$ cat config.mk
export PLATFORM = sky130hd
export DESIGN_NAME = snr_median_peak_decline_detector_top
export DESIGN_NICKNAME = d
export VERILOG_FILES = /design/src/hw/rtl/smpd_pkg.sv /design/src/hw/rtl/smpd_ctrl.sv /design/src/hw/rtl/smpd_datapath.sv /design/src/hw/rtl/snr_median_peak_decline_detector_top.sv
export VERILOG_INCLUDE_DIRS = /design/src /design/src/hw/rtl
export SDC_FILE = /design/constraint.sdc
export NUM_CORES = 2
export LEC_CHECK = 0
export BUFFER_PORTS_ARGS = -buffer_cell sky130_fd_sc_hd__buf_2
export CAP_MARGIN = 20
export CORE_MARGIN = 4
export CORE_UTILIZATION = 36
export DETAILED_ROUTE_END_ITERATION = 10
export HOLD_SLACK_MARGIN = 0.05
export PLACE_DENSITY = 0.62
export RECOVER_POWER = 25
export SKIP_CTS_REPAIR_TIMING = 1
export SLEW_MARGIN = 30
export SYNTH_ARGS = -nofsm -noshare
export SYNTH_HDL_FRONTEND = slang
export SYNTH_SLANG_ARGS = --single-unit
$ cat constraint.sdc
create_clock -name clk -period 12.15 [get_ports clk]
set_input_delay 0.6075 -clock clk [delete_from_list [all_inputs] [get_ports clk]]
set_output_delay 0.6075 -clock clk [all_outputs]
set_load 0.01 [all_outputs]
$ cat src/hw/rtl/assert_macros.svh
// Assertion macros shared by the detector modules.
// Expects a clock named clk and a synchronous active-high reset named rst in scope.
`ifndef ASSERT_MACROS_SVH
`define ASSERT_MACROS_SVH

// Check on every edge outside reset.
`define ASSERT_SYNC(lbl, prop, msg) \
  lbl: assert property (@(posedge clk) disable iff (rst) (prop)) else $error(msg);

// Check on every edge, reset included.
`define ASSERT_ALWAYS(lbl, prop, msg) \
  lbl: assert property (@(posedge clk) (prop)) else $error(msg);

`endif

$ cat src/hw/rtl/smpd_pkg.sv
// Shared types for the SNR median peak decline detector.
// Command and status groups passed between smpd_ctrl and smpd_datapath, and the register map.
package smpd_pkg;

  typedef enum logic [1:0] {
    SQ_NONE,
    SQ_X,
    SQ_Y,
    SQ_S
  } sq_op_t;

  typedef enum logic [1:0] {
    RD_CAND,
    RD_SCAN,
    RD_MID
  } rd_sel_t;

  typedef enum logic [1:0] {
    REG_SPACING,
    REG_DROP,
    REG_LIMIT,
    REG_WSIZE
  } reg_idx_t;

  typedef struct packed {
    logic    capture;
    logic    diff;
    sq_op_t  sq_op;
    logic    clear;
    logic    insert;
    rd_sel_t rd_sel;
    logic    cand_load;
    logic    scan;
    logic    next_cand;
    logic    peak;
    logic    emit;
  } smpd_cmd_t;

  typedef struct packed {
    logic is_clear;
    logic gate_ok;
    logic have_last;
    logic far;
    logic will_fill;
    logic scan_done;
    logic rank_hit;
    logic out_free;
  } smpd_stat_t;

endpackage

$ cat src/hw/rtl/smpd_ctrl.sv
// Sequencer for the detector: steps one word through gating, window insert,
// rank-based median search and peak update. Depends on smpd_pkg.
`include "assert_macros.svh"

module smpd_ctrl import smpd_pkg::*; (
  input  logic       clk,
  input  logic       rst,
  input  logic       sample_valid,
  output logic       sample_ready,
  input  smpd_stat_t stat,
  output smpd_cmd_t  cmd
);

  typedef enum logic [3:0] {
    S_IDLE,
    S_DECIDE,
    S_SQX,
    S_SQY,
    S_SQS,
    S_CMP,
    S_INSERT,
    S_RD_CAND,
    S_LD_CAND,
    S_SCAN,
    S_CHECK,
    S_PEAK,
    S_DONE
  } state_t;

  state_t state;
  state_t state_next;

  assign sample_ready = (state == S_IDLE);

  always_comb begin
    cmd        = '0;
    cmd.sq_op  = SQ_NONE;
    cmd.rd_sel = RD_CAND;
    state_next = state;
    unique case (state)
      S_IDLE: begin
        cmd.capture = sample_valid;
        if (sample_valid) state_next = S_DECIDE;
      end
      S_DECIDE: begin
        cmd.diff = 1'b1;
        priority if (stat.is_clear) begin
          cmd.clear  = 1'b1;
          state_next = S_DONE;
        end else if (!stat.gate_ok) begin
          state_next = S_DONE;
        end else if (!stat.have_last) begin
          state_next = S_INSERT;
        end else begin
          state_next = S_SQX;
        end
      end
      S_SQX: begin
        cmd.sq_op  = SQ_X;
        state_next = S_SQY;
      end
      S_SQY: begin
        cmd.sq_op  = SQ_Y;
        state_next = S_SQS;
      end
      S_SQS: begin
        cmd.sq_op  = SQ_S;
        state_next = S_CMP;
      end
      S_CMP: begin
        state_next = stat.far ? S_INSERT : S_DONE;
      end
      S_INSERT: begin
        cmd.insert = 1'b1;
        state_next = stat.will_fill ? S_RD_CAND : S_DONE;
      end
      S_RD_CAND: begin
        cmd.rd_sel = RD_CAND;
        state_next = S_LD_CAND;
      end
      S_LD_CAND: begin
        cmd.cand_load = 1'b1;
        state_next    = S_SCAN;
      end
      S_SCAN: begin
        cmd.scan   = 1'b1;
        cmd.rd_sel = RD_SCAN;
        if (stat.scan_done) state_next = S_CHECK;
      end
      S_CHECK: begin
        // issue the middle-entry read now so it lands in S_PEAK
        cmd.rd_sel = RD_MID;
        if (stat.rank_hit) begin
          state_next = S_PEAK;
        end else begin
          cmd.next_cand = 1'b1;
          state_next    = S_RD_CAND;
        end
      end
      S_PEAK: begin
        cmd.peak   = 1'b1;
        state_next = S_DONE;
      end
      S_DONE: begin
        if (stat.out_free) begin
          cmd.emit   = 1'b1;
          state_next = S_IDLE;
        end
      end
      default: state_next = S_IDLE;
    endcase
  end

  always_ff @(posedge clk) begin
    if (rst) begin
      state <= S_IDLE;
    end else begin
      state <= state_next;
    end
  end

  `ASSERT_SYNC(a_insert_gated, (state == S_INSERT) |-> (stat.gate_ok && !stat.is_clear), "insert without passing gate")
  `ASSERT_SYNC(a_peak_after_hit, (state == S_PEAK) |-> $past(stat.rank_hit), "peak update without median rank hit")

endmodule

$ cat src/hw/rtl/smpd_datapath.sv
// Datapath for the detector: distance check, circular window memory,
// rank-count median search, peak hold, decline counter and result register.
// Depends on smpd_pkg; driven by smpd_ctrl.
`include "assert_macros.svh"

module smpd_datapath import smpd_pkg::*; #(
  parameter int MAX_WINDOW = 15
) (
  input  logic               clk,
  input  logic               rst,
  input  smpd_cmd_t          cmd,
  output smpd_stat_t         stat,
  input  logic [15:0]        spacing,
  input  logic [14:0]        drop_threshold,
  input  logic [7:0]         decline_limit,
  input  logic [3:0]         window_size,
  input  logic               action,
  input  logic               searching,
  input  logic               position_valid,
  input  logic signed [15:0] snr_value,
  input  logic signed [15:0] pos_x,
  input  logic signed [15:0] pos_y,
  output logic               result_valid,
  input  logic               result_ready,
  output logic               sample_taken,
  output logic               filtered_valid,
  output logic signed [15:0] median_snr,
  output logic               new_peak,
  output logic               have_peak,
  output logic signed [15:0] peak_snr,
  output logic signed [15:0] peak_x,
  output logic signed [15:0] peak_y,
  output logic [7:0]         decline_count,
  output logic               return_request
);

  localparam int CW      = $clog2(MAX_WINDOW + 1);
  localparam int AW      = (MAX_WINDOW > 1) ? $clog2(MAX_WINDOW) : 1;
  localparam int MAX_ODD = (MAX_WINDOW % 2 == 0) ? MAX_WINDOW - 1 : MAX_WINDOW;
  localparam int WW      = (CW > 4) ? CW : 4;
  localparam logic [7:0] DECLINE_SAT = 8'hFF;

  typedef struct packed {
    logic signed [15:0] snr;
    logic signed [15:0] px;
    logic signed [15:0] py;
  } entry_t;

  function automatic logic [AW-1:0] wrap(input logic [AW-1:0] base,
                                         input logic [CW-1:0] off);
    logic [CW:0] s;
    s = (CW+1)'(base) + (CW+1)'(off);
    if (s >= (CW+1)'(MAX_WINDOW)) s = s - (CW+1)'(MAX_WINDOW);
    return AW'(s);
  endfunction

  // captured word
  logic               in_act;
  logic               in_gate;
  logic signed [15:0] in_snr;
  logic signed [15:0] in_px;
  logic signed [15:0] in_py;

  // distance check
  logic signed [16:0] dx;
  logic signed [16:0] dy;
  logic signed [16:0] mul_a;
  logic signed [33:0] prod;
  logic [33:0]        sq;
  logic [34:0]        dist_sum;

  // window and search state
  entry_t             mem [MAX_WINDOW];
  entry_t             rdata;
  logic [AW-1:0]      raddr;
  logic [AW-1:0]      head;
  logic [CW-1:0]      fill;
  logic [CW-1:0]      cand_i;
  logic [CW-1:0]      scan_j;
  logic [CW-1:0]      scan_jq;
  logic               rd_v;
  logic [CW-1:0]      rank_cnt;
  logic signed [15:0] cand;

  // tracking state
  logic signed [15:0] last_px;
  logic signed [15:0] last_py;
  logic               have_last;
  logic signed [15:0] held_snr;
  logic signed [15:0] held_px;
  logic signed [15:0] held_py;
  logic               peak_seen;
  logic [7:0]         declines;
  logic               return_latched;

  // per-word flags
  logic               taken;
  logic               fvalid;
  logic signed [15:0] fsnr;
  logic               newpk;

  // window length and insert math
  logic [WW-1:0]      wodd;
  logic [CW-1:0]      wlen;
  logic               fill_full;
  logic [CW-1:0]      drop_n;
  logic [CW-1:0]      fill_kept;
  logic [AW-1:0]      head_new;
  logic [AW-1:0]      waddr;

  // peak and decline math
  logic signed [16:0] drop_amt;
  logic               decl_up;
  logic [7:0]         decl_next;
  logic               is_less;
  logic               cleared;

  assign wodd = WW'({window_size[3:1], 1'b1});
  assign wlen = (wodd > WW'(MAX_WINDOW)) ? CW'(MAX_ODD) : CW'(wodd);

  assign fill_full = (fill >= wlen);
  assign drop_n    = fill - wlen + CW'(1);
  assign head_new  = fill_full ? wrap(head, drop_n) : head;
  assign fill_kept = fill_full ? wlen - CW'(1) : fill;
  assign waddr     = wrap(head_new, fill_kept);

  always_comb begin
    unique case (cmd.sq_op)
      SQ_X:    mul_a = dx;
      SQ_Y:    mul_a = dy;
      SQ_S:    mul_a = $signed({1'b0, spacing});
      default: mul_a = '0;
    endcase
  end
  assign prod = mul_a * mul_a;

  always_comb begin
    unique case (cmd.rd_sel)
      RD_CAND: raddr = wrap(head, cand_i);
      RD_SCAN: raddr = wrap(head, scan_j);
      RD_MID:  raddr = wrap(head, wlen >> 1);
      default: raddr = head;
    endcase
  end

  // stable rank: smaller values, then equal values earlier in time
  assign is_less = ($signed(rdata.snr) < cand) ||
                   (($signed(rdata.snr) == cand) && (scan_jq < cand_i));

  assign drop_amt  = {held_snr[15], held_snr} - {cand[15], cand};
  assign decl_up   = (drop_amt >= $signed({2'b00, drop_threshold}));
  assign decl_next = decl_up ? ((declines == DECLINE_SAT) ? declines : declines + 8'd1)
                             : 8'd0;

  assign cleared = (fill == '0) && !peak_seen && !return_latched;

  assign stat.is_clear  = !in_act;
  assign stat.gate_ok   = in_gate;
  assign stat.have_last = have_last;
  assign stat.far       = !have_last || (dist_sum >= {1'b0, sq});
  assign stat.will_fill = ((fill_kept + CW'(1)) == wlen);
  assign stat.scan_done = (scan_j == wlen) && !rd_v;
  assign stat.rank_hit  = (rank_cnt == (wlen >> 1));
  assign stat.out_free  = !result_valid || result_ready;

  // window memory
  always_ff @(posedge clk) begin
    if (cmd.insert) mem[waddr] <= '{snr: in_snr, px: in_px, py: in_py};
    rdata <= mem[raddr];
  end

  // payload registers
  always_ff @(posedge clk) begin
    if (cmd.capture) begin
      in_act  <= action;
      in_gate <= searching & position_valid;
      in_snr  <= snr_value;
      in_px   <= pos_x;
      in_py   <= pos_y;
    end
    if (cmd.diff) begin
      dx <= {in_px[15], in_px} - {last_px[15], last_px};
      dy <= {in_py[15], in_py} - {last_py[15], last_py};
    end
    unique case (cmd.sq_op)
      SQ_X:    sq <= 34'(prod);
      SQ_Y: begin
        dist_sum <= 35'(sq);
        sq       <= 34'(prod);
      end
      SQ_S: begin
        dist_sum <= dist_sum + 35'(sq);
        sq       <= 34'(prod);
      end
      default: ;
    endcase
    if (cmd.cand_load) cand <= rdata.snr;
    if (cmd.scan) scan_jq <= scan_j;
    if (cmd.emit) begin
      sample_taken   <= taken;
      filtered_valid <= fvalid;
      median_snr     <= fsnr;
      new_peak       <= newpk;
      have_peak      <= peak_seen;
      peak_snr       <= held_snr;
      peak_x         <= held_px;
      peak_y         <= held_py;
      decline_count  <= declines;
      return_request <= return_latched;
    end
  end

  // control and tracking state
  always_ff @(posedge clk) begin
    if (rst) begin
      head           <= '0;
      fill           <= '0;
      cand_i         <= '0;
      scan_j         <= '0;
      rd_v           <= 1'b0;
      rank_cnt       <= '0;
      last_px        <= '0;
      last_py        <= '0;
      have_last      <= 1'b0;
      held_snr       <= '0;
      held_px        <= '0;
      held_py        <= '0;
      peak_seen      <= 1'b0;
      declines       <= '0;
      return_latched <= 1'b0;
      taken          <= 1'b0;
      fvalid         <= 1'b0;
      fsnr           <= '0;
      newpk          <= 1'b0;
      result_valid   <= 1'b0;
    end else begin
      if (cmd.capture) begin
        taken  <= 1'b0;
        fvalid <= 1'b0;
        fsnr   <= '0;
        newpk  <= 1'b0;
      end
      if (cmd.clear) begin
        head           <= '0;
        fill           <= '0;
        last_px        <= '0;
        last_py        <= '0;
        have_last      <= 1'b0;
        held_snr       <= '0;
        held_px        <= '0;
        held_py        <= '0;
        peak_seen      <= 1'b0;
        declines       <= '0;
        return_latched <= 1'b0;
      end
      if (cmd.insert) begin
        // drop the oldest entries so the new one keeps the window at length
        head      <= head_new;
        fill      <= fill_kept + CW'(1);
        last_px   <= in_px;
        last_py   <= in_py;
        have_last <= 1'b1;
        taken     <= 1'b1;
        cand_i    <= '0;
      end
      if (cmd.cand_load) begin
        scan_j   <= '0;
        rd_v     <= 1'b0;
        rank_cnt <= '0;
      end
      if (cmd.scan) begin
        if (scan_j != wlen) begin
          scan_j <= scan_j + CW'(1);
          rd_v   <= 1'b1;
        end else begin
          rd_v <= 1'b0;
        end
        if (rd_v && is_less) rank_cnt <= rank_cnt + CW'(1);
      end
      if (cmd.next_cand) cand_i <= cand_i + CW'(1);
      if (cmd.peak) begin
        fvalid <= 1'b1;
        fsnr   <= cand;
        if (!peak_seen || (cand > held_snr)) begin
          peak_seen <= 1'b1;
          held_snr  <= cand;
          held_px   <= rdata.px;
          held_py   <= rdata.py;
          declines  <= '0;
          newpk     <= 1'b1;
        end else begin
          declines <= decl_next;
          if (decl_next >= decline_limit) return_latched <= 1'b1;
        end
      end
      if (cmd.emit) begin
        result_valid <= 1'b1;
      end else if (result_ready) begin
        result_valid <= 1'b0;
      end
    end
  end

  `ASSERT_SYNC(a_fill_bound, fill <= CW'(MAX_WINDOW), "window fill beyond capacity")
  `ASSERT_SYNC(a_head_bound, {1'b0, head} < (AW+1)'(MAX_WINDOW), "window head out of range")
  `ASSERT_SYNC(a_clear_empties, cmd.clear |=> cleared, "clear left state behind")

endmodule

$ cat src/hw/rtl/snr_median_peak_decline_detector_top.sv
// SNR median peak decline detector, top level: APB register file plus
// controller and datapath. Depends on smpd_pkg, smpd_ctrl, smpd_datapath.
//
// Each accepted word is handled alone. A clear word or a gated sample goes
// straight to the result; other samples pass the spacing check (squaring dx, dy
// and the spacing, then comparing) and are rejected or enter the window; the
// first sample after reset or a clear skips the spacing check. When the window
// of n entries (n = window_size forced odd, clamped to the largest odd value
// not above MAX_WINDOW) is full, the median is found by ranking candidates in
// time order, each candidate scanned against the single read port of the
// window memory; a word ranks between one and n candidates. The result is held
// in an output register, so the next word is accepted while it waits; a word
// that finishes before that result is taken holds in its last cycle until it is.

module snr_median_peak_decline_detector_top import smpd_pkg::*; #(
  parameter int MAX_WINDOW = 15
) (
  input  logic               clk,
  input  logic               rst,
  input  logic               psel,
  input  logic               penable,
  input  logic               pwrite,
  input  logic [3:0]         paddr,
  input  logic [31:0]        pwdata,
  output logic [31:0]        prdata,
  output logic               pready,
  input  logic               sample_valid,
  output logic               sample_ready,
  input  logic               action,
  input  logic               searching,
  input  logic               position_valid,
  input  logic signed [15:0] snr_value,
  input  logic signed [15:0] pos_x,
  input  logic signed [15:0] pos_y,
  output logic               result_valid,
  input  logic               result_ready,
  output logic               sample_taken,
  output logic               filtered_valid,
  output logic signed [15:0] median_snr,
  output logic               new_peak,
  output logic               have_peak,
  output logic signed [15:0] peak_snr,
  output logic signed [15:0] peak_x,
  output logic signed [15:0] peak_y,
  output logic [7:0]         decline_count,
  output logic               return_request
);

  logic [15:0] spacing;
  logic [14:0] drop_threshold;
  logic [7:0]  decline_limit;
  logic [3:0]  window_size;
  reg_idx_t    reg_idx;
  logic        reg_write;

  smpd_cmd_t   cmd;
  smpd_stat_t  stat;

  assign pready    = 1'b1;
  assign reg_idx   = reg_idx_t'(paddr[3:2]);
  assign reg_write = psel & penable & pwrite & pready;

  always_ff @(posedge clk) begin
    if (rst) begin
      spacing        <= 16'd38;
      drop_threshold <= 15'd512;
      decline_limit  <= 8'd5;
      window_size    <= 4'd3;
    end else if (reg_write) begin
      unique case (reg_idx)
        REG_SPACING: spacing        <= pwdata[15:0];
        REG_DROP:    drop_threshold <= pwdata[14:0];
        REG_LIMIT:   decline_limit  <= pwdata[7:0];
        REG_WSIZE:   window_size    <= pwdata[3:0];
        default: ;
      endcase
    end
  end

  always_comb begin
    unique case (reg_idx)
      REG_SPACING: prdata = {16'd0, spacing};
      REG_DROP:    prdata = {17'd0, drop_threshold};
      REG_LIMIT:   prdata = {24'd0, decline_limit};
      REG_WSIZE:   prdata = {28'd0, window_size};
      default:     prdata = '0;
    endcase
  end

  smpd_ctrl u_ctrl (
    .clk          (clk),
    .rst          (rst),
    .sample_valid (sample_valid),
    .sample_ready (sample_ready),
    .stat         (stat),
    .cmd          (cmd)
  );

  smpd_datapath #(
    .MAX_WINDOW (MAX_WINDOW)
  ) u_datapath (
    .clk            (clk),
    .rst            (rst),
    .cmd            (cmd),
    .stat           (stat),
    .spacing        (spacing),
    .drop_threshold (drop_threshold),
    .decline_limit  (decline_limit),
    .window_size    (window_size),
    .action         (action),
    .searching      (searching),
    .position_valid (position_valid),
    .snr_value      (snr_value),
    .pos_x          (pos_x),
    .pos_y          (pos_y),
    .result_valid   (result_valid),
    .result_ready   (result_ready),
    .sample_taken   (sample_taken),
    .filtered_valid (filtered_valid),
    .median_snr     (median_snr),
    .new_peak       (new_peak),
    .have_peak      (have_peak),
    .peak_snr       (peak_snr),
    .peak_x         (peak_x),
    .peak_y         (peak_y),
    .decline_count  (decline_count),
    .return_request (return_request)
  );

endmodule

==> flow_summary.ini <==
[final_layout]
drive_gt1_share_pct = 9.97
postLayoutCellArea_um2 = 69500
final_net_count = 5739
final_cells = 7413
syn2layout_area_growth_pct = 13.0
nFillCells = 15700

[drt]
vias = 37700
total_detailed_routing_wirelength_mm = 151
avgViaCountPerCell = 5.09
ant_nets = 0
initial_drc_count = 2940
remaining_drc_errors = 0
detail_route.first_pass.iterations = 5
wire_per_inst_um = 20.3

[logic_synthesis]
synthArstFlopShare_pct = 0
most_numerous_cell_in_the_yosys_netlist = sky130_fd_sc_hd__edfxtp_1
yosys_register_bits = 1196
synth-edff-count = 969
synthDominantAreaCellType = sky130_fd_sc_hd__edfxtp_1
synth.cell_area_um2 = 61500
synthTopCellsByCount = 969 x sky130_fd_sc_hd__edfxtp_1, 518 x sky130_fd_sc_hd__inv_1, 475 x sky130_fd_sc_hd__nand2_1, 397 x sky130_fd_sc_hd__mux2i_1, 283 x sky130_fd_sc_hd__ha_1
synth_largest_type_area_fraction_pct = 47.3
ys.flop_type = sky130_fd_sc_hd__edfxtp_1
syn_area_per_cell_um2 = 12.5
postSynthCellCount = 4905
yosysWarnings = 0
synth_top_cells_by_area = sky130_fd_sc_hd__edfxtp_1 47%, sky130_fd_sc_hd__fa_1 8.8%, sky130_fd_sc_hd__dfxtp_1 7.4%
proportion_of_synthesized_chip_area_in_sequential_cells_pct = 54.7
yosys.cell_types.count = 83

[placed_design]
dp_wirelength_mm = 98.4
gp_routability_congestion = 0.885
placement.cell_area_um2 = 64900
place_inst = 7146
port-buffer-count = 170
worst_case_setup_slack_after_placement_ps = 3240

[clocking]
clk_path_buf_depth = 3
htree_levels = 3
path_clk_slew_ps = 70
cts.sink_count = 1196
clock_latency_ps = 770
cts_tree = done
number_of_buffers_created_by_cts = 117
clk_root_buf = sky130_fd_sc_hd__clkbuf_16

[floorplanning]
top_level_ports = 206
die_x_um = 421
start_util_pct = 36.3
dieArea_um2 = 178000
std_cell_rows = 151
vertical_die_dimension_um = 421
floorplan.core_area_um2 = 170000

[timing]
max-slew-margin-rel_pct = 27.3
report.final.hold_viol_count = 0
rsz0062_at_grt = false
hold_ws_ps = 92.4
period_needed_ps = 8870
fin_tns_setup_ps = 0
worstMarginPinSlew_ps = 1090
final_worst_path_period_share_pct = 73.0
timing.clock.skew_ps = 80.4
final.setup.worst_slack_ps = 3280
timing_max_transition_violations_final = 0
fmax_mhz = 113
setup_viol = 0

[global_route]
pin_count_of_the_biggest_net_entering_global_routing = 160
overflow = 0
grt_pass1_wl_mm = 230
grt_antenna_before_repair = 6
first_global_vias = 37700
globalRouteTotalUtil_pct = 16.7

[worst_setup_path]
slowest_delay_ps = 560
crit_path_max_fanout = 13
start_kind = register
path_common_cell = sky130_fd_sc_hd__fa_1
worstPathRequired_ps = 12590
cp-end-kind = register
critical_path.slowest_cell = sky130_fd_sc_hd__nor3_2
critical_path_arrival_ps = 9310
crit_type = reg -> reg

[worst_hold_path]
holdCritPathClass = in -> reg

[power]
cellPowerDensity_nw_per_um2 = 161
worst_ir_drop_vdd_v = 0.000151
power.static_leakage_nw = 28.7

[run]
timing.max_cap.violations = 0

[run_status]
run_status = finished clean
sequential cells by signal, indices dropped and copies added (netlist names), 17 cells and up:
signal / cells
u_datapath.mem: 720
u_datapath.rdata: 48
u_datapath.dist_sum: 35
u_datapath.sq: 33
u_datapath.dx: 17
u_datapath.dy: 17
power by group:
group / total [mW] / internal [mW] / leakage, nW / switching (mW)
Clock: 3.84 / 2.21 / 2.05 / 1.63
Combinational: 2.12 / 0.752 / 16.0 / 1.37
Sequential: 5.25 / 4.96 / 10.6 / 0.297
Total: 11.2 / 7.92 / 28.7 / 3.29
layout by cell type, fill, tap and decap left out, drive strengths merged, types with 11 or more instances in the layout:
cell / count
edfxtp: 969
inv: 525
nand2: 475
mux2i: 397
ha: 283
fa: 272
a21oi: 269
nor2: 241
dfxtp: 227
buf: 202
clkbuf: 194
nand3: 137
o21ai: 120
o211ai: 101
xnor2: 100
a21o: 56
mux4: 51
clkinv: 50
xor2: 41
dlygate4sd3: 37
nor3: 37
nand2b: 36
nor2b: 32
and2: 24
or3: 20
o21bai: 19
nand4: 18
a22oi: 17
and3: 17
conb: 17
o21a: 16
o31ai: 16
or2: 16
a31oi: 15
a211oi: 13
bufinv: 11
kinds of logic after synthesis:
| family | share of synthesized area, % |
|---|---|
| DFF | 54.7 |
| and+or+nand+nor | 7.88 |
| buffers and inverters | 4.96 |
| AOI/OAI and AO/OA | 7.46 |
| adders and majority gates | 14.6 |
| muxes | 8.40 |
| xor gates and xnor gates | 2.02 |
| other | 0.0122 |
final cells by class:
| class | instances | area [µm²] | share of cell area [%] |
|---|---|---|---|
| flip-flops and latches | 1196 | 33600 | 48.4 |
| multi-input cells | 2976 | 25100 | 36.1 |
| clock buffers | 157 | 3380 | 4.87 |
| well taps | 2218 | 2780 | 3.99 |
| inverters | 523 | 1960 | 2.83 |
| repair buffers | 276 | 1830 | 2.64 |
| clock inverters | 66 | 790 | 1.14 |
| diodes | 1 | 2.50 | 0.00360 |
final timing paths:
kind / startpoint / end / slack [ps] / cells past startpoint
worst max-delay path: u_ctrl.state[1] / u_datapath.sq[33] / 3280 / 28
worst min-delay path: pwdata[9] / drop_threshold[9] / 90 / 2
worst max register to register: u_ctrl.state[1] / u_datapath.sq[33] / 3280 / 28
worst min register to register: u_datapath.rdata[24] / u_datapath.held_px[8] / 420 / 2
worst max-delay path, delay by kind of cell, from the launching register on:
family                     cells  cell delay [ps]
AOI/OAI and AO/OA              8             1630
xor gates and xnor gates       1              110
adders and majority gates      7             3340
buffers and inverters          6              970
DFF                            1              530
and+or+nand+nor                6             2020
metrics by stage:
step	total power [mW]	utilization (%)
after global routing	11.8	41.0
final	11.2	41.0
after floorplan	6.74	-
after CTS	11.3	40.7
after global placement	7.41	38.2
after detailed placement	7.46	38.2
routing by layer:
layer	up-vias	GRT usage [%]	share of wire [%]
li1	17700	-	-
met1	18900	22.9	45
met2	971	28.2	48
met3	199	2.20	5.0
met4	4	3.84	2.2
met5	-	0	0.014
Power figures use the tool's default switching activity.
